[src/hdl/rpmd_pkg.sv]
// Shared types and constants of the run-length pair marker decoder.
package rpmd_pkg;

  // Longest run a single count byte can describe.
  localparam logic [7:0] MAX_RUN = 8'd255;

  // Width of the decoded-length counter, set by the two-byte header.
  localparam int unsigned REM_W = 16;

  // Decoder phase: which role the next compressed byte plays.
  typedef enum logic [2:0] {
    PH_HDR_HI  = 3'd0,
    PH_HDR_LO  = 3'd1,
    PH_FIRST   = 3'd2,
    PH_LITERAL = 3'd3,
    PH_COUNT   = 3'd4,
    PH_FRESH   = 3'd5
  } phase_t;

  // Architectural decoder state carried from byte to byte.
  typedef struct packed {
    phase_t             phase;
    logic [REM_W-1:0]   remaining;
    logic [7:0]         prev_lit;
    logic [7:0]         hdr_high;
  } dec_state_t;

  // Run descriptor produced by one compressed byte.
  typedef struct packed {
    logic       vld;
    logic [7:0] value;
    logic [7:0] repeat_cnt;
    logic       stream_end;
  } run_res_t;

endpackage

[src/hdl/rpmd_if.sv]
// Valid/ready channel interfaces for the compressed input and the run descriptors.
interface rpmd_in_if;
  logic       valid;
  logic       ready;
  logic [7:0] in_byte;

  modport source (output valid, output in_byte, input ready);
  modport sink   (input valid, input in_byte, output ready);
endinterface

interface rpmd_out_if;
  logic       valid;
  logic       ready;
  logic [7:0] out_value;
  logic [7:0] repeat_res;
  logic       stream_end;

  modport source (output valid, output out_value, output repeat_res, output stream_end,
                  input ready);
  modport sink   (input valid, input out_value, input repeat_res, input stream_end,
                  output ready);
endinterface

[src/hdl/rle_pair_marker_decoder.sv]
// A byte passes the input register, then on processing the result register.
// Throughput: one compressed byte per cycle unless the result side stalls; the
// phase and length counter update combinationally, so bytes follow back to back.
// A byte yields zero or one run descriptor; stalls on the result side hold the input.
// Reset (synchronous, active low) returns to awaiting the header high byte with the
// length counter, last literal and stored header byte cleared.
module rle_pair_marker_decoder
  import rpmd_pkg::*;
(
  input  logic              clk,
  input  logic              rst_n,
  rpmd_in_if.sink           in_if,
  rpmd_out_if.source        out_if
);

  logic       in_vld_r;
  logic [7:0] in_byte_r;
  dec_state_t st_r;
  dec_state_t st_nxt;
  run_res_t   res;
  logic       out_vld_r;
  logic [7:0] out_value_r;
  logic [7:0] out_rep_r;
  logic       out_end_r;
  logic       out_free;
  logic       proc;

  // The result register can take a new descriptor when empty or being drained.
  assign out_free    = !out_vld_r || out_if.ready;
  assign proc        = in_vld_r && out_free;
  assign in_if.ready = !in_vld_r || out_free;

  // Input register control.
  always_ff @(posedge clk) begin
    if (!rst_n) begin
      in_vld_r <= 1'b0;
    end else if (in_if.ready) begin
      in_vld_r <= in_if.valid;
    end
  end

  // Input register payload.
  always_ff @(posedge clk) begin
    if (in_if.ready && in_if.valid) begin
      in_byte_r <= in_if.in_byte;
    end
  end

  rpmd_step u_step (
    .cur_st  (st_r),
    .byte_in (in_byte_r),
    .nxt_st  (st_nxt),
    .res     (res)
  );

  // Decoder state advances once per processed byte.
  always_ff @(posedge clk) begin
    if (!rst_n) begin
      st_r.phase     <= PH_HDR_HI;
      st_r.remaining <= '0;
      st_r.prev_lit  <= 8'd0;
      st_r.hdr_high  <= 8'd0;
    end else if (proc) begin
      st_r <= st_nxt;
    end
  end

  // Result register control.
  always_ff @(posedge clk) begin
    if (!rst_n) begin
      out_vld_r <= 1'b0;
    end else if (out_free) begin
      out_vld_r <= proc && res.vld;
    end
  end

  // Result register payload.
  always_ff @(posedge clk) begin
    if (proc && res.vld) begin
      out_value_r <= res.value;
      out_rep_r   <= res.repeat_cnt;
      out_end_r   <= res.stream_end;
    end
  end

  assign out_if.valid      = out_vld_r;
  assign out_if.out_value  = out_value_r;
  assign out_if.repeat_res = out_rep_r;
  assign out_if.stream_end = out_end_r;

endmodule

[src/hdl/rpmd_step.sv]
// Next-state and run-descriptor logic for one compressed byte.
module rpmd_step
  import rpmd_pkg::*;
(
  input  dec_state_t cur_st,
  input  logic [7:0] byte_in,
  output dec_state_t nxt_st,
  output run_res_t   res
);

  logic [REM_W-1:0] rem_dec;
  logic             lit_end;
  logic [REM_W-1:0] rem_run;
  logic             run_end;
  logic [REM_W-1:0] hdr_len;

  // Literal consumes one decoded byte, saturating at zero.
  assign rem_dec = (cur_st.remaining == '0) ? '0 : cur_st.remaining - REM_W'(1);
  assign lit_end = (rem_dec == '0);

  // A run consumes its count, saturating at zero.
  assign rem_run = ({{(REM_W-8){1'b0}}, byte_in} >= cur_st.remaining) ? '0
                 : cur_st.remaining - {{(REM_W-8){1'b0}}, byte_in};
  assign run_end = (rem_run == '0);

  // Full length once the low header byte arrives.
  assign hdr_len = {cur_st.hdr_high, byte_in};

  // Phase machine for one byte.
  always_comb begin
    nxt_st         = cur_st;
    res.vld        = 1'b0;
    res.value      = 8'd0;
    res.repeat_cnt = 8'd0;
    res.stream_end = 1'b0;
    case (cur_st.phase)
      PH_HDR_LO: begin
        nxt_st.remaining = hdr_len;
        if (hdr_len == '0) begin
          // Empty stream closes with a bare end marker.
          res.vld        = 1'b1;
          res.stream_end = 1'b1;
          nxt_st.phase   = PH_HDR_HI;
        end else begin
          nxt_st.phase = PH_FIRST;
        end
      end
      PH_FIRST, PH_FRESH: begin
        nxt_st.prev_lit  = byte_in;
        nxt_st.remaining = rem_dec;
        res.vld          = 1'b1;
        res.value        = byte_in;
        res.repeat_cnt   = 8'd1;
        res.stream_end   = lit_end;
        nxt_st.phase     = lit_end ? PH_HDR_HI : PH_LITERAL;
      end
      PH_LITERAL: begin
        nxt_st.remaining = rem_dec;
        res.vld          = 1'b1;
        res.value        = byte_in;
        res.repeat_cnt   = 8'd1;
        if (byte_in == cur_st.prev_lit) begin
          // A repeated literal announces a count byte, even past the end.
          nxt_st.phase = PH_COUNT;
        end else begin
          nxt_st.prev_lit = byte_in;
          res.stream_end  = lit_end;
          nxt_st.phase    = lit_end ? PH_HDR_HI : PH_LITERAL;
        end
      end
      PH_COUNT: begin
        nxt_st.remaining = rem_run;
        res.vld          = run_end || (byte_in != 8'd0);
        res.value        = cur_st.prev_lit;
        res.repeat_cnt   = byte_in;
        res.stream_end   = run_end;
        if (run_end) begin
          nxt_st.phase = PH_HDR_HI;
        end else if (byte_in == MAX_RUN) begin
          nxt_st.phase = PH_FRESH;
        end else begin
          nxt_st.phase = PH_LITERAL;
        end
      end
      default: begin
        // High header byte, and any unused phase code.
        nxt_st.hdr_high = byte_in;
        nxt_st.phase    = PH_HDR_LO;
      end
    endcase
  end

endmodule
[src/flat_wrapper.sv]
// flat-port wrapper written by rule: the top's interface ports become plain ports
module rle_pair_marker_decoder_flat import rpmd_pkg::*;
  (clk, rst_n, in_if_valid, in_if_in_byte, in_if_ready, out_if_valid, out_if_out_value, out_if_repeat_res, out_if_stream_end, out_if_ready);
  rpmd_in_if in_if_i ();
  rpmd_out_if out_if_i ();
  input  logic clk;
  input  logic rst_n;
  input wire logic [$bits(in_if_i.valid)-1:0] in_if_valid;
  input wire logic [$bits(in_if_i.in_byte)-1:0] in_if_in_byte;
  output wire logic [$bits(in_if_i.ready)-1:0] in_if_ready;
  output wire logic [$bits(out_if_i.valid)-1:0] out_if_valid;
  output wire logic [$bits(out_if_i.out_value)-1:0] out_if_out_value;
  output wire logic [$bits(out_if_i.repeat_res)-1:0] out_if_repeat_res;
  output wire logic [$bits(out_if_i.stream_end)-1:0] out_if_stream_end;
  input wire logic [$bits(out_if_i.ready)-1:0] out_if_ready;
  assign in_if_i.valid = in_if_valid;
  assign in_if_i.in_byte = in_if_in_byte;
  assign in_if_ready = in_if_i.ready;
  assign out_if_valid = out_if_i.valid;
  assign out_if_out_value = out_if_i.out_value;
  assign out_if_repeat_res = out_if_i.repeat_res;
  assign out_if_stream_end = out_if_i.stream_end;
  assign out_if_i.ready = out_if_ready;
  rle_pair_marker_decoder u_core (.clk(clk), .rst_n(rst_n), .in_if(in_if_i), .out_if(out_if_i));
endmodule
[config.mk]
export PLATFORM = sky130hd
export DESIGN_NAME = rle_pair_marker_decoder_flat
export DESIGN_NICKNAME = d
export VERILOG_FILES = /design/src/hdl/rpmd_pkg.sv /design/src/hdl/rpmd_if.sv /design/src/hdl/rle_pair_marker_decoder.sv /design/src/hdl/rpmd_step.sv /design/src/flat_wrapper.sv
export SDC_FILE = /design/constraint.sdc
export NUM_CORES = 1
export LEC_CHECK = 0
export BUFFER_PORTS_ARGS = -buffer_cell sky130_fd_sc_hd__buf_2
export CORE_MARGIN = 10
export CORE_UTILIZATION = 45
export DETAILED_ROUTE_END_ITERATION = 8
export GPL_TIMING_DRIVEN = 0
export PLACE_DENSITY = 0.73
export SYNTH_ARGS = -nofsm -noshare
export SYNTH_HDL_FRONTEND = slang
export SYNTH_SLANG_ARGS = --single-unit
[constraint.sdc]
create_clock -name clk -period 5.3 [get_ports clk]
set_clock_uncertainty 0.2 [all_clocks]
set_input_delay 0.265 -clock clk [delete_from_list [all_inputs] [get_ports clk]]
set_output_delay 0.265 -clock clk [all_outputs]
set_load 0.03 [all_outputs]
# After elaboration in Yosys (flattened, before gate mapping)
# Cells that the tools add are included.
dict set report totals {
  ff_bits 62
  out_inout_bits 19
  word_cells 59
}
dict set report op_classes {
  n_addsub 2
  magnitude_cmp 1
  eq_ne 8
  mux 16
  bitwise_logic 1
  n_reduce_logical 21
}
# op count
set ops {}
lappend ops {{$logic_not 16->1} 4}
lappend ops {{$pmux 16 s3} 1}
lappend ops {{$mux 16} 2}
lappend ops {{$pmux 16 s2} 1}
lappend ops {{$ge 8x16->1} 1}
lappend ops {{$pmux 8 s2} 1}
lappend ops {{$sub 16x1->16 const B} 1}
lappend ops {{$sub 16x8->16} 1}
lappend ops {{$pmux 3 s4} 1}
lappend ops {{$mux 3} 3}
lappend ops {{$eq 8x8->1} 1}
lappend ops {{$eq 8x8->1 const B} 1}
lappend ops {{$mux 8} 1}
lappend ops {{$reduce_bool 8->1} 1}
lappend ops {{$eq 3x2->1 const B} 2}
lappend ops {{$eq 3x3->1 const B} 2}
lappend ops {{$reduce_or 5->1} 1}
lappend ops {{$mux 2} 2}
lappend ops {{$pmux 1 s4} 1}
lappend ops {{$reduce_and 2->1} 2}
lappend ops {{$eq 3x1->1 const B} 1}
lappend ops {{$logic_and 1x1->1} 3}
lappend ops {{$logic_or 1x1->1} 3}
lappend ops {{$pmux 1 s3} 1}
lappend ops {{other kinds (9)} 11}

# Logic depth before layout (Yosys ltp)
# Gate-level depths: netlist (run 1).
dict set report logic_depth {
  ltp_word 6
  ltp_mapped 12
  mapped_depth_nobuf 11
}

# Hierarchy
# A second synthesis (run 1) with hierarchy kept.
dict set report unflattened {
  hier_cells 534
  area_unflattened_um2 4356.7
}
# mod n_inst cells_each area_per_inst_um2
set by_module_without_submodules {}
lappend by_module_without_submodules {rle_pair_marker_decoder 1 189 2243.4}
lappend by_module_without_submodules {rpmd_step 1 345 2113.3}

# Worst setup path after synthesis (run 1)
# OpenSTA, ideal clock, no wires.
dict set report synth_path {
  kind {register to register}
  start {reg u_core.in_byte_r[3]}
  end {reg u_core.out_value_r[0], in the netlist u_core.out_if.out_value[0] (enable)}
  setup_ns 0.374
  arrival_time_ns 3.181
  required_time_ns 4.726
  slack_ns 1.545
  path_stages_with_launch 11
  synth_period_minus_slack_ns 3.755
  cell_sequence {edfxtp_1 -> clkbuf_1 -> inv_1 -> ha_1 -> a21oi_1 -> o21bai_1 -> or3_1 -> and2_1 -> or4_4 -> nor4_4 -> o21a_1}
}
dict set report synth_via {
  elab_chain_cells 6
  word_cells_on_any_way 10
  classes_between {1 x add/sub; 1 x order compare; 3 x mux; 5 x reduce/logical}
}
# item line_no
set synth_rtl {}
lappend synth_rtl {{start: declaration} rle_pair_marker_decoder.sv:17} ;# logic [7:0] in_byte_r;
lappend synth_rtl {{start signal: assignment} rle_pair_marker_decoder.sv:45} ;# in_byte_r <= in_if.in_byte;
lappend synth_rtl {{$sub 16x8->16 or $ge 8x16->1 (tied branches)} {rpmd_step.sv:23, rpmd_step.sv:22}}
lappend synth_rtl {{$mux 16} rpmd_step.sv:22} ;# assign rem_run = ({{(REM_W-8){1'b0}}, byte_in} >= cur_st.remaining) ? '0
lappend synth_rtl {{$logic_not 16->1} rpmd_step.sv:24} ;# assign run_end = (rem_run == '0);
lappend synth_rtl {{$logic_or 1x1->1} rpmd_step.sv:73} ;# res.vld = run_end || (byte_in != 8'd0);
lappend synth_rtl {{$pmux 1 s3 (*)} rpmd_step.sv:36} ;# case (cur_st.phase)
lappend synth_rtl {{$logic_and 1x1->1 (*)} rle_pair_marker_decoder.sv:79} ;# if (proc && res.vld) begin
lappend synth_rtl {{end signal: assignment} rle_pair_marker_decoder.sv:80} ;# out_value_r <= res.value;
lappend synth_rtl {{end: declaration} rle_pair_marker_decoder.sv:22} ;# logic [7:0] out_value_r;
# Mark *: on every way between the ends. The rest lies on a longest branch, timed or not.
# A chain may end at the register's enable or synchronous reset.

# Worst setup path after layout (run 1)
dict set report layout_path {
  start {reg u_core.in_byte_r[3]}
  end {reg u_core.out_rep_r[3], in the netlist u_core.out_if.repeat_res[3] (enable)}
}
dict set report layout_via {
  elab_chain_cells 6
  word_cells_on_any_way 10
  classes_between {1 x add/sub; 1 x order compare; 3 x mux; 5 x reduce/logical}
}
# item line_no
set layout_rtl {}
lappend layout_rtl {{$sub 16x8->16 or $ge 8x16->1 (tied branches)} {rpmd_step.sv:23, rpmd_step.sv:22}}
lappend layout_rtl {{$mux 16} rpmd_step.sv:22}
lappend layout_rtl {{$logic_not 16->1} rpmd_step.sv:24}
lappend layout_rtl {{$logic_or 1x1->1} rpmd_step.sv:73}
lappend layout_rtl {{$pmux 1 s3 (*)} rpmd_step.sv:36}
lappend layout_rtl {{$logic_and 1x1->1 (*)} rle_pair_marker_decoder.sv:79}
lappend layout_rtl {{end signal: assignment} rle_pair_marker_decoder.sv:81} ;# out_rep_r <= res.repeat_cnt;
lappend layout_rtl {{end: declaration} rle_pair_marker_decoder.sv:23} ;# logic [7:0] out_rep_r;
# Marks and branches as above.

==> reports/qor.csv, run 1 <==
stage,metric,value,unit
logic_synthesis,Mapped Area,4070,um^2
cells_and_area,fill count,867,
cts,Post-CTS Resized,0,
cells_and_area,register cell area after layout,1490,um^2
logic_synthesis,"Top FF cell, synth",dfxtp_1,
timing,Hold Slack,25.1,ps
status,status,"complete, no violations",
logic_synthesis,Synth top cells by count,"nand2_1 (54), dfxtp_1 (37), o21ai_0 (37)",
worst_setup_path,Crit Reg-Reg Startpoint,u_core.in_byte_r[3],
placement,Area after DPL,4350,um^2
cells_and_area,area added between synthesis and finish,14.1,%
power,Clock Power Share,0.363,
cts,CTS root buffer,clkbuf_8,
timing,"Hold Vio Cnt, Final",0,
worst_setup_path,CP startpoint,u_core.in_byte_r[3],
hold_path,Hold Startpoint,rst_n,
logic_synthesis,cell with the most instances after synthesis,nand2_1,
grt,GRT Util Overall,0.195,
worst_setup_path,critical path class,reg -> reg,
grt,global-route wire length before repair,20600,um
cts,H-Tree Level Count,3,
cts,CTS tree,built,
placement,dpl hpwl,9370,um
timing,Slew @ Worst Pin,926,ps
grt,Most Crowded Layer GR,met2,
timing,setup TNS,0,ps
power,pwr/cell area,257,nW/um^2
floorplan,Initial Util,0.464,
route,DR pass1 iterations,5,
logic_synthesis,Synth top area share,0.185,
timing,Final Setup Violations,0,
power,Flop pwr share,0.437,
hold_path,Worst Hold Class,in -> reg,
logic_synthesis,synth warn,0,
cells_and_area,Final nets,565,
worst_setup_path,CP Cell Sequence,"clkbuf_1, inv_1, ha_1, a21oi_1, o21bai_1, o2111ai_1, o22ai_1, or4_4, nor4_4, o21a_1",
timing,slew margin rel.,0.378,
logic_synthesis,total nets after synthesis,515,
worst_setup_path,delay of the slowest cell on the worst path,650,ps
cells_and_area,proportion of layout cells with a drive suffix above 1,0.0987,
floorplan,Die Span Y,115,um
route,number of vias per cell,6.25,
timing,RSZ-0062 raised after global routing,no,
cts,Max clock buf depth,2,
logic_synthesis,Async SR Flop Fraction,0,
logic_synthesis,count of different cell masters after synthesis,60,
floorplan,core box area,8760,um^2
cells_and_area,multi-input logic area,2380,um^2
worst_setup_path,critical path data required time,5070,ps
cts,"Setup Fix Bufs, Post-CTS",0,
power,Max IR drop VDD,0.132,mV
cts,"Reg clk slew, reported paths",90,ps
timing,final worst-path cycle share,0.870,
route,# DRC,0,
floorplan,Rows,34,
power,Net Sw Power,0.000375,W
worst_setup_path,worst-path fanout max,17,
cells_and_area,Ant. Diodes,0,
cells_and_area,Post-Route Utilization,0.530,
logic_synthesis,Synth area leaders,"edfxtp_1 (18%), dfxtp_1 (18%), nand2_1 (5.0%)",
grt,met1 Use GR,0.263,
cells_and_area,Finished Cell Area,4640,um^2
power,internal power,0.000816,W
placement,Final GP Congestion,0.969,
grt,met3 Track Usage GR,0.0411,
route,ANT nets after route,0,
logic_synthesis,"flops & latches, synth",62,
floorplan,die area,13200,um^2
power,Net Sw Frac,0.315,
worst_setup_path,"Max stage delay cell, worst path",o21a_1,
worst_setup_path,Worst EP arrival,4380,ps
route,per-cell routed wire length,19.4,um
logic_synthesis,syn avg cell area,8.27,um^2
cts,CTS Buf Count,9,
placement,PortBufs,30,
grt,vias in the first global route,3901,
grt,initial antenna violation count,0,
logic_synthesis,post-synthesis sequential area ratio,0.367,
route,Final Routed Wirelength,12700,um
route,vias post-DR,4095,
timing,Final min period,4610,ps
cts,clk_lat worst skew,350,ps
logic_synthesis,Post-synth EDFFs,25,
logic_synthesis,"area leader, netlist",edfxtp_1,
floorplan,Top-Level Pins,31,
route,initial DRC count,322,
run,Max Cap Viol,0,
worst_setup_path,Crit. End Element,flip-flop,
timing,Slew Limit Fails,0,
timing,Max Clock Freq,0.217,GHz
grt,GRT overflow,0,
logic_synthesis,cells after synthesis,492,
floorplan,chip width,115,um
grt,M2 GR Usage,0.295,
power,Leakage,1.83,nW
power,logic gate share of total power,0.201,
grt,largest net degree at the start of global routing,18,
cts,CTS Sinks,62,
worst_setup_path,Critical Path Source Type,flip-flop,
-- registers in the layout, indices dropped and copies added, names as in the netlist --
signal / flops
u_core.st_r: 35
u_core.in_byte_r: 8
u_core.out_if.out_value: 8
u_core.out_if.repeat_res: 8
u_core.in_vld_r: 1
u_core.out_if.stream_end: 1
u_core.out_if.valid: 1
-- per-stage QoR --
step / power (W) / worst slack [ps] / cells
2_1_floorplan: 0.000695 / 1550 / 492
3_3_place_gp: 0.000752 / 815 / 630
3_5_place_dp: 0.000757 / 717 / 630
4_1_cts: 0.00119 / 690 / 655
5_1_grt: 0.00124 / 403 / 655
6_report: 0.00119 / 689 / 655
-- layer usage --
metal  wire length, um  share of wire  vias up
li1                  -              -     1919
met1              5280           0.42     1921
met2              5640           0.44      228
met3              1400           0.11       27
met4               376          0.030        0
met5                 0              0        -
-- timing repair --
| action | 4_1_cts | 5_1_grt |
|---|---|---|
| endpoints found under the hold margin | 9 | 0 |
| hold buffers | 9 | 0 |
| setup endpoints to repair | 0 | 0 |
-- layout make-up --
| class | instances | area share |
|---|---|---|
| multi-input combinational | 379 | 0.514 |
| sequential | 62 | 0.321 |
| timing repair buffer | 39 | 0.0518 |
| buffer | 37 | 0.0302 |
| tap | 108 | 0.0291 |
| clock buffer | 9 | 0.0267 |
| clock inverter | 7 | 0.0159 |
| inverter | 14 | 0.0113 |
-- layout by cell type (no fill, tap or decap), types with 4 or more instances in the layout --
cell type	instances
a22o_1	7
edfxtp_1	25
or3_1	13
clkbuf_8	9
dfxtp_1	37
and2_1	6
o21ai_0	37
nor3_1	18
inv_1	14
a21oi_1	34
dlygate4sd3_1	9
nor2b_1	13
nor4_1	8
nand2_1	54
nand3_1	10
xnor2_1	17
o21a_1	4
xor2_1	6
nand2b_1	10
nor2_1	30
buf_2	30
ha_1	10
o31ai_1	7
o2111ai_1	4
a21boi_0	12
a21o_1	4
clkbuf_1	35
nand4_1	8
a221oi_1	11
o211a_1	6
-- path summary, 6_finish.rpt --
| kind | endpoint | slack, ps | depth (start not counted) |
|---|---|---|---|
| max | u_core.out_if.repeat_res[3] | 690 | 10 |
| min | u_core.st_r[33] | 30 | 3 |
| max reg2reg | u_core.out_if.repeat_res[3] | 690 | 10 |
| min reg2reg | u_core.st_r[10] | 320 | 2 |
-- power groups by stage --
stage	logic, W	registers [W]	clock network [W]
2_1_floorplan	0.000170	0.000525	0
3_3_place_gp	0.000222	0.000529	0
3_5_place_dp	0.000227	0.000530	0
4_1_cts	0.000234	0.000519	0.000440
5_1_grt	0.000262	0.000521	0.000457
6_report	0.000239	0.000520	0.000432
-- worst max-delay path: cells and delay by family (launching register included) --
kind                       cells  cell delay [ps]
and+or+nand+nor                2             1030
buffers and inverters          2              530
AOI/OAI and AO/OA              5             1760
adders and majority gates      1              370
DFF                            1              320
-- logic make-up (layout without fill, tap and decap cells) --
family / after synthesis / after routing / synth area share
multiplexers: 2 / 2 / 0.00492
buffers and inverters: 51 / 106 / 0.0474
AND/OR/NAND/NOR: 192 / 192 / 0.247
XOR/XNOR: 23 / 23 / 0.0495
adder cells (fa/ha/maj): 11 / 11 / 0.0357
AO/OA/AOI/OAI: 151 / 151 / 0.249
flip-flops: 62 / 62 / 0.367
Note: power is estimated with default switching activity, not from simulation.
==> inputs of run 2 (changes only) <==
- CELL_PAD_IN_SITES_DETAIL_PLACEMENT: unset -> 0
- CELL_PAD_IN_SITES_GLOBAL_PLACEMENT: unset -> 2
- CORE_UTILIZATION: 45 -> 37
- PLACE_DENSITY: 0.73 -> 0.91
==> run 2 against run 1 <==
Against the previous run:
- highest routed layer unchanged
- critical endpoint is now u_core.out_if.repeat_res[7]
- combinational power about the same
- sequential power about the same
- final cell count grew 4.9%
- flip-flop and latch count did not move
- largest power group unchanged
- worst setup slack worse by 230 ps
- final area increased by 1.5%
==> reports/qor.csv, run 2 (synthesis gave the netlist of run 1 again) <==
stage,metric,value,unit,change
status,status,"complete, no violations",,
power,Total Power,0.00126,W,+5.7%
timing,setup TNS,0,ps,unchanged
cells_and_area,Top reg by flops,u_core.st_r,,
grt,initial antenna violation count,0,,unchanged
cts,H-Tree Level Count,3,,unchanged
cells_and_area,fill count,1088,,+25%
timing,slew margin rel.,0.434,,+0.0558
grt,GRT overflow,0,,unchanged
placement,dpl hpwl,9880,um,+5.4%
power,pwr/cell area,267,nW/um^2,+4.1%
run,Max Cap Viol,0,,unchanged
cells_and_area,Post-Route Utilization,0.436,,-0.0932
cts,cts hold-fix bufs,9,,unchanged
cts,"Reg clk slew, reported paths",80,ps,about the same
power,Max IR drop VDD,0.146,mV,+10%
cts,Max clock buf depth,2,,unchanged
placement,Final GP Congestion,0.908,,-6.3%
grt,GRT Util Overall,0.169,,-0.0252
timing,Final min period,4840,ps,+226 ps
route,number of vias per cell,5.85,,-6.5%
timing,Slew Limit Fails,0,,unchanged
route,ANT nets after route,0,,unchanged
worst_setup_path,critical path class,reg -> reg,,
route,vias post-DR,4016,,-1.9%
power,internal power,0.000869,W,+6.5%
power,Flop pwr share,0.412,,-0.025
floorplan,die area,15600,um^2,+18%
worst_setup_path,Worst EP arrival,4630,ps,+250 ps
cts,CTS root buffer,clkbuf_8,,
floorplan,Rows,38,,+12%
grt,vias in the first global route,3922,,+0.54%
route,Final Routed Wirelength,13400,um,+5.6%
placement,PortBufs,30,,unchanged
cells_and_area,"Cell Count, Final, Fillers Out",687,,+4.9%
power,Net Sw Frac,0.310,,-0.00520
cells_and_area,"most common cell after layout, fill and taps aside",nand2_1,,
worst_setup_path,Reg2Reg Depth,10,,unchanged
timing,Final Setup Violations,0,,unchanged
timing,RSZ-0062 raised after global routing,no,,
power,Clock Power Share,0.399,,+0.036
route,initial DRC count,364,,+13%
cells_and_area,most frequent cells in the layout,"nand2_1 (54), o21ai_0 (37), dfxtp_1 (37)",,
worst_setup_path,critical path data required time,5090,ps,+20 ps
route,DR pass1 iterations,5,,unchanged
grt,met3 Track Usage GR,0.0315,,-0.00966
floorplan,Top-Level Pins,31,,unchanged
cells_and_area,proportion of layout cells with a drive suffix above 1,0.101,,+0.00183
cells_and_area,area added between synthesis and finish,15.8,%,
cts,CTS Sinks,62,,unchanged
cts,clk_lat worst skew,370,ps,+20 ps
grt,Most Crowded Layer GR,met2,,
power,Leakage,1.85,nW,+0.83%
power,Net Sw Power,0.000390,W,+3.9%
floorplan,Die Span Y,125,um,+8.5%
route,# DRC,0,,unchanged
route,per-cell routed wire length,19.5,um,+0.70%
grt,met1 Use GR,0.228,,-0.0352
grt,global-route wire length before repair,21500,um,+4.6%
timing,Max Clock Freq,0.207,GHz,-4.7%
worst_setup_path,worst-path fanout max,17,,unchanged
timing,Hold Slack,6.99,ps,-18.1 ps
floorplan,Initial Util,0.377,,-0.0873
hold_path,hold depth,3,,unchanged
grt,largest net degree at the start of global routing,18,,unchanged
timing,Slew @ Worst Pin,843,ps,-83.0 ps
cts,CTS tree,built,,
cells_and_area,Ant. Diodes,0,,unchanged
floorplan,core box area,10800,um^2,+23%
placement,DP Cell Count,662,,+5.1%
worst_setup_path,Crit. End Element,flip-flop,,
cells_and_area,number of flip-flops in the largest register,35,,unchanged
grt,M2 GR Usage,0.261,,-0.0338
cts,CTS Buf Count,9,,unchanged
timing,"Hold Vio Cnt, Final",0,,unchanged
timing,final worst-path cycle share,0.913,,+0.0426
worst_setup_path,Critical Path Source Type,flip-flop,,
cts,"Setup Fix Bufs, Post-CTS",0,,unchanged
cts,Post-CTS Resized,0,,unchanged
hold_path,Worst Hold Class,in -> reg,,
floorplan,chip width,125,um,+8.5%
power,logic gate share of total power,0.189,,-0.012
cells_and_area,Final nets,565,,unchanged
## run 2: cell types whose count changed in the layout (fill, tap and decap cells not counted), sizes merged
cell / previous run / this run
bufinv: 1 / 2
clkinv: 5 / 1
inv: 15 / 18
## run 2: critical path, cell delays in order, from the launching register on
cell and delay (ps):
edfxtp_1 320, clkbuf_1 440, inv_1 190, ha_1 380, a21oi_1 300, o21bai_1 160
o2111ai_1 520, o22ai_1 180, or4_4 570, nor4_4 490, o21a_1 700
## run 2: worst paths after layout
kind                        from                     endpoint  slack [ps]
max          u_core.in_byte_r[3]  u_core.out_if.repeat_res[7]         460
min                        rst_n              u_core.st_r[33]           7
max reg2reg  u_core.in_byte_r[3]  u_core.out_if.repeat_res[7]         460
min reg2reg      u_core.st_r[15]              u_core.st_r[15]         320
## run 2: power groups by stage
stage | Clock (W) | Combinational, W | Sequential [W]
floorplan | 0 | 0.000170 | 0.000525
global route | 0.000523 | 0.000264 | 0.000520
detailed placement | 0 | 0.000228 | 0.000529
CTS | 0.000507 | 0.000235 | 0.000518
global placement | 0 | 0.000226 | 0.000529
finish | 0.000502 | 0.000238 | 0.000519
## run 2: layout make-up
cell class	count	area, um^2	area share
Inverter	14	52.6	0.0112
Clock inverter	7	103	0.0218
Tap cell	140	175	0.0372
Multi-Input combinational cell	379	2380	0.506
Timing Repair Buffer	39	240	0.0510
Sequential cell	62	1490	0.317
Buffer	37	140	0.0298
Clock buffer	9	124	0.0263
## run 2: per-layer routing
layer  share of wire  up-vias
li1                -     1920
met1            0.46     1920
met2            0.45      154
met3           0.065       22
met4           0.026        0
met5               0        -
## run 2: metrics by stage
stage               setup WS, ps  area [um^2]
global placement             607         4390
finish                       463         4710
global route                 132         4710
floorplan                   1550         4070
detailed placement           547         4390
CTS                          508         4710
==> inputs of run 3 (changes only) <==
- PLACE_DENSITY: 0.91 -> 0.9
- SYNTH_HIERARCHICAL: unset -> 1
==> run 3 against run 2 <==
Against the previous run:
- non-clock buffer count shrank 3
- die area is 5.9% higher
- sequential share of layout area is 2.3 points lower
- final area increased by 7.8%
- synthesized area grew 7.1%
- core utilization up 0.65 points
- clock-buffer cell count stayed put
- worst setup slack improved by 91 ps
- final cell count rose by 6.4%
- via count up 6.2%
- sequential power up 3%
- critical path type unchanged
- highest routed layer unchanged
==> reports/qor.csv, run 3 <==
stage,metric,value,unit,change
status,status,"complete, no violations",,
logic_synthesis,Async SR Flop Fraction,0,,unchanged
hold_path,Worst Hold Class,in -> reg,,
route,ANT nets after route,0,,unchanged
power,Net Sw Power,0.000459,W,+18%
placement,PortBufs,29,,-3.3%
logic_synthesis,Synth area leaders,"edfxtp_1 (17%), dfxtp_1 (17%), nand2_1 (10%)",,
power,Max IR drop VDD,0.152,mV,+4.4%
route,DR pass1 iterations,5,,unchanged
grt,Most Crowded Layer GR,met2,,
worst_setup_path,delay of the slowest cell on the worst path,700,ps,about the same
cts,CTS Sinks,62,,unchanged
cts,H-Tree Level Count,3,,unchanged
logic_synthesis,count of different cell masters after synthesis,71,,+18%
route,initial DRC count,397,,+9.1%
cells_and_area,"most common cell after layout, fill and taps aside",nand2_1,,
cells_and_area,number of flip-flops in the largest register,35,,unchanged
grt,met1 Use GR,0.233,,+0.00499
timing,Slew @ Worst Pin,933,ps,+90.1 ps
grt,M2 GR Usage,0.286,,+0.0254
floorplan,Initial Util,0.380,,+0.00304
cells_and_area,Top reg by flops,u_core/st_r,,
placement,dpl hpwl,10900,um,+11%
route,number of vias per cell,5.83,,-0.19%
grt,initial antenna violation count,0,,unchanged
route,vias post-DR,4265,,+6.2%
timing,Max Clock Freq,0.211,GHz,+1.9%
timing,Hold Slack,72.9,ps,+65.9 ps
placement,Final GP Congestion,0.931,,+2.5%
grt,met3 Track Usage GR,0.0357,,+0.00424
route,# DRC,0,,unchanged
timing,"Hold Vio Cnt, Final",0,,unchanged
logic_synthesis,syn avg cell area,8.16,um^2,-1.3%
logic_synthesis,compound-gate portion of the synthesized area,0.174,,-0.0748
logic_synthesis,Synth top area share,0.172,,-0.0122
worst_setup_path,critical path data required time,5060,ps,-30 ps
run,Max Cap Viol,0,,unchanged
timing,slew margin rel.,0.377,,-0.0564
logic_synthesis,Synth top cells by count,"nand2_1 (117), nor2_1 (40), dfxtp_1 (37), mux2i_1 (37), o21ai_0 (31)",,
grt,GRT Util Overall,0.179,,+0.00942
worst_setup_path,Crit Reg-Reg Startpoint,u_core/in_byte_r[5],,
worst_setup_path,"Max stage delay cell, worst path",nor2_2,,
timing,Final min period,4750,ps,-91.3 ps
logic_synthesis,area share of fa/ha/maj cells after synthesis,0.0304,,-0.00524
timing,Final Setup Violations,0,,unchanged
cts,Post-CTS Resized,0,,unchanged
grt,global-route wire length before repair,23200,um,+7.8%
floorplan,Rows,39,,+2.6%
power,logic gate share of total power,0.205,,+0.016
logic_synthesis,simple-gate portion of the synthesized area,0.251,,+0.00370
cells_and_area,"Cell Count, Final, Fillers Out",731,,+6.4%
worst_setup_path,Crit. End Element,flip-flop,,
cells_and_area,most frequent cells in the layout,"nand2_1 (117), nor2_1 (39), mux2i_1 (37), dfxtp_1 (37), buf_2 (35)",,
logic_synthesis,xor/xnor share of the synthesized area,0.0442,,-0.00530
cells_and_area,proportion of layout cells with a drive suffix above 1,0.139,,+0.0389
logic_synthesis,cell with the most instances after synthesis,nand2_1,,
worst_setup_path,Reg2Reg Setup Slack,550,ps,+90 ps
logic_synthesis,total nets after synthesis,556,,+8.0%
logic_synthesis,synth warn,6,,+6
grt,GRT overflow,0,,unchanged
floorplan,chip width,129,um,+2.9%
floorplan,Die Span Y,129,um,+2.9%
logic_synthesis,"Top FF cell, synth",dfxtp_1,,
timing,Slew Limit Fails,0,,unchanged
logic_synthesis,largest family of logic cells by synthesized area,simple AND/OR/NAND/NOR gates,,
logic_synthesis,Mapped Area,4360,um^2,+7.1%
logic_synthesis,mux share of post-synthesis cell area,0.106,,+0.101
worst_setup_path,Reg2Reg Depth,13,,+3
cts,clk_lat worst skew,330,ps,-40 ps
cells_and_area,Final nets,605,,+7.1%
cts,Max clock buf depth,2,,unchanged
logic_synthesis,Post-synth EDFFs,25,,unchanged
logic_synthesis,"area leader, netlist",edfxtp_1,,
worst_setup_path,worst-path fanout max,17,,unchanged
cts,"Setup Fix Bufs, Post-CTS",0,,unchanged
cts,"Reg clk slew, reported paths",60,ps,-20 ps
power,Flop pwr share,0.372,,-0.040
worst_setup_path,critical path class,reg -> reg,,
worst_setup_path,Worst EP arrival,4500,ps,-130 ps
logic_synthesis,cells after synthesis,534,,+8.5%
floorplan,Top-Level Pins,31,,unchanged
timing,setup TNS,0,ps,unchanged
logic_synthesis,post-synthesis sequential area ratio,0.342,,-0.0243
worst_setup_path,FF-to-FF End,u_core/out_if.repeat_res[4],,
cells_and_area,Ant. Diodes,0,,unchanged
route,Final Routed Wirelength,14900,um,+11%
power,pwr/cell area,285,nW/um^2,+6.5%
cts,CTS root buffer,clkbuf_16,,
worst_setup_path,CP Cell Sequence,"inv_1, ha_1, clkbuf_1, and3_1, a221oi_1, and2_0, xor2_1, a211oi_1, nand4_1, o211ai_1, a211o_1, nand2_1, nor2_2",,
cells_and_area,area added between synthesis and finish,16.6,%,
power,Leakage,1.93,nW,+4.6%
timing,RSZ-0062 raised after global routing,no,,
placement,DP Cell Count,706,,+6.6%
worst_setup_path,worst setup path endpoint,u_core/out_if.repeat_res[4],,
logic_synthesis,"flops & latches, synth",62,,unchanged
cts,cts hold-fix bufs,9,,unchanged
route,per-cell routed wire length,20.4,um,+4.6%
worst_setup_path,Critical Path Source Type,flip-flop,,
power,Net Sw Frac,0.317,,+0.00763
cells_and_area,fill count,1153,,+6.0%
power,Clock Power Share,0.423,,+0.024
timing,final worst-path cycle share,0.895,,-0.0172
cells_and_area,multi-input logic area,2640,um^2,+11%
power,internal power,0.000987,W,+14%
floorplan,core box area,11500,um^2,+6.2%
cts,CTS tree,built,,
worst_setup_path,CP startpoint,u_core/in_byte_r[5],,
grt,vias in the first global route,4089,,+4.3%
grt,largest net degree at the start of global routing,18,,unchanged
floorplan,die area,16500,um^2,+5.9%
cells_and_area,register cell area after layout,1490,um^2,unchanged
cts,CTS Buf Count,9,,unchanged
==> run 3: cell types whose count changed in the layout (fill, tap and decap cells not counted), sizes merged, moves of 8 or more <==
cell / change
nand2: +63
a221oi: -9
buf: +10
or3: -10
o211ai: +8
a21boi: -12
nand2b: -8
nor2: +10
mux2i: +35
xor2: +10
clkbuf: -13
xnor2: -11
mux2: +8
==> run 3: critical path: cells and delay by family (launching register included) <==
family / cells / cell delay, ps
adders and majority gates: 1 / 320
AOI/OAI and AO/OA: 4 / 940
and+or+nand+nor: 5 / 1700
buffers and inverters: 2 / 430
xor gates and xnor gates: 1 / 190
DFF: 1 / 570
==> run 3: kinds of logic after synthesis <==
logic type	count (synthesis)
fa+ha+maj	10
mux	45
xor+xnor	22
simple gates	232
flops	62
buf+inv	49
compound gates	114
==> run 3: power by group through the flow <==
stage / logic (W) / clock network (W) / registers, W
global route: 0.000320 / 0.000646 / 0.000539
floorplan: 0.000205 / 0 / 0.000536
CTS: 0.000289 / 0.000621 / 0.000536
finish: 0.000296 / 0.000612 / 0.000537
global placement: 0.000280 / 0 / 0.000547
detailed placement: 0.000281 / 0 / 0.000547
==> run 3: metal layers <==
| metal | wire [um] | part of all wire | vias up |
|---|---|---|---|
| met2 | 6870 | 0.46 | 162 |
| met3 | 877 | 0.059 | 31 |
| met4 | 416 | 0.028 | 0 |
| li1 | - | - | 2020 |
| met5 | 0 | 0 | - |
| met1 | 6770 | 0.45 | 2052 |
==> run 3: worst min-delay path by stage <==
stage / cells after the start / startpoint / slack (ps) / endpoint
final: 3 / rst_n / 70 / u_core/st_r[15]
after global routing: 4 / out_if_ready / 80 / u_core/out_if.valid
after CTS: 4 / out_if_ready / 80 / u_core/out_if.valid
after detailed placement: 1 / in_if_in_byte[4] / 240 / u_core/in_byte_r[4]
after global placement: 1 / in_if_in_byte[5] / 240 / u_core/in_byte_r[5]
after floorplan: 0 / in_if_in_byte[0] / 160 / u_core/in_byte_r[0]
==> run 3: area by class of cell <==
class                           count  area share
Multi-Input combinational cell    423       0.520
Sequential cell                    62       0.294
Timing Repair Buffer               38      0.0463
Clock buffer                        9      0.0443
Tap cell                          143      0.0352
Buffer                             35      0.0347
Clock inverter                      7      0.0158
Inverter                           14      0.0103
==> run 3: per-stage QoR <==
| step | area (um^2) | util | total power [W] | worst slack (ps) |
|---|---|---|---|---|
| 2_1_floorplan | 4360 | - | 0.000741 | 1210 |
| 3_3_place_gp | 4680 | 0.408 | 0.000827 | 287 |
| 3_5_place_dp | 4680 | 0.408 | 0.000828 | 251 |
| 4_1_cts | 5080 | 0.443 | 0.00145 | 215 |
| 5_1_grt | 5080 | 0.443 | 0.00150 | 261 |
| 6_report | 5080 | 0.443 | 0.00145 | 554 |
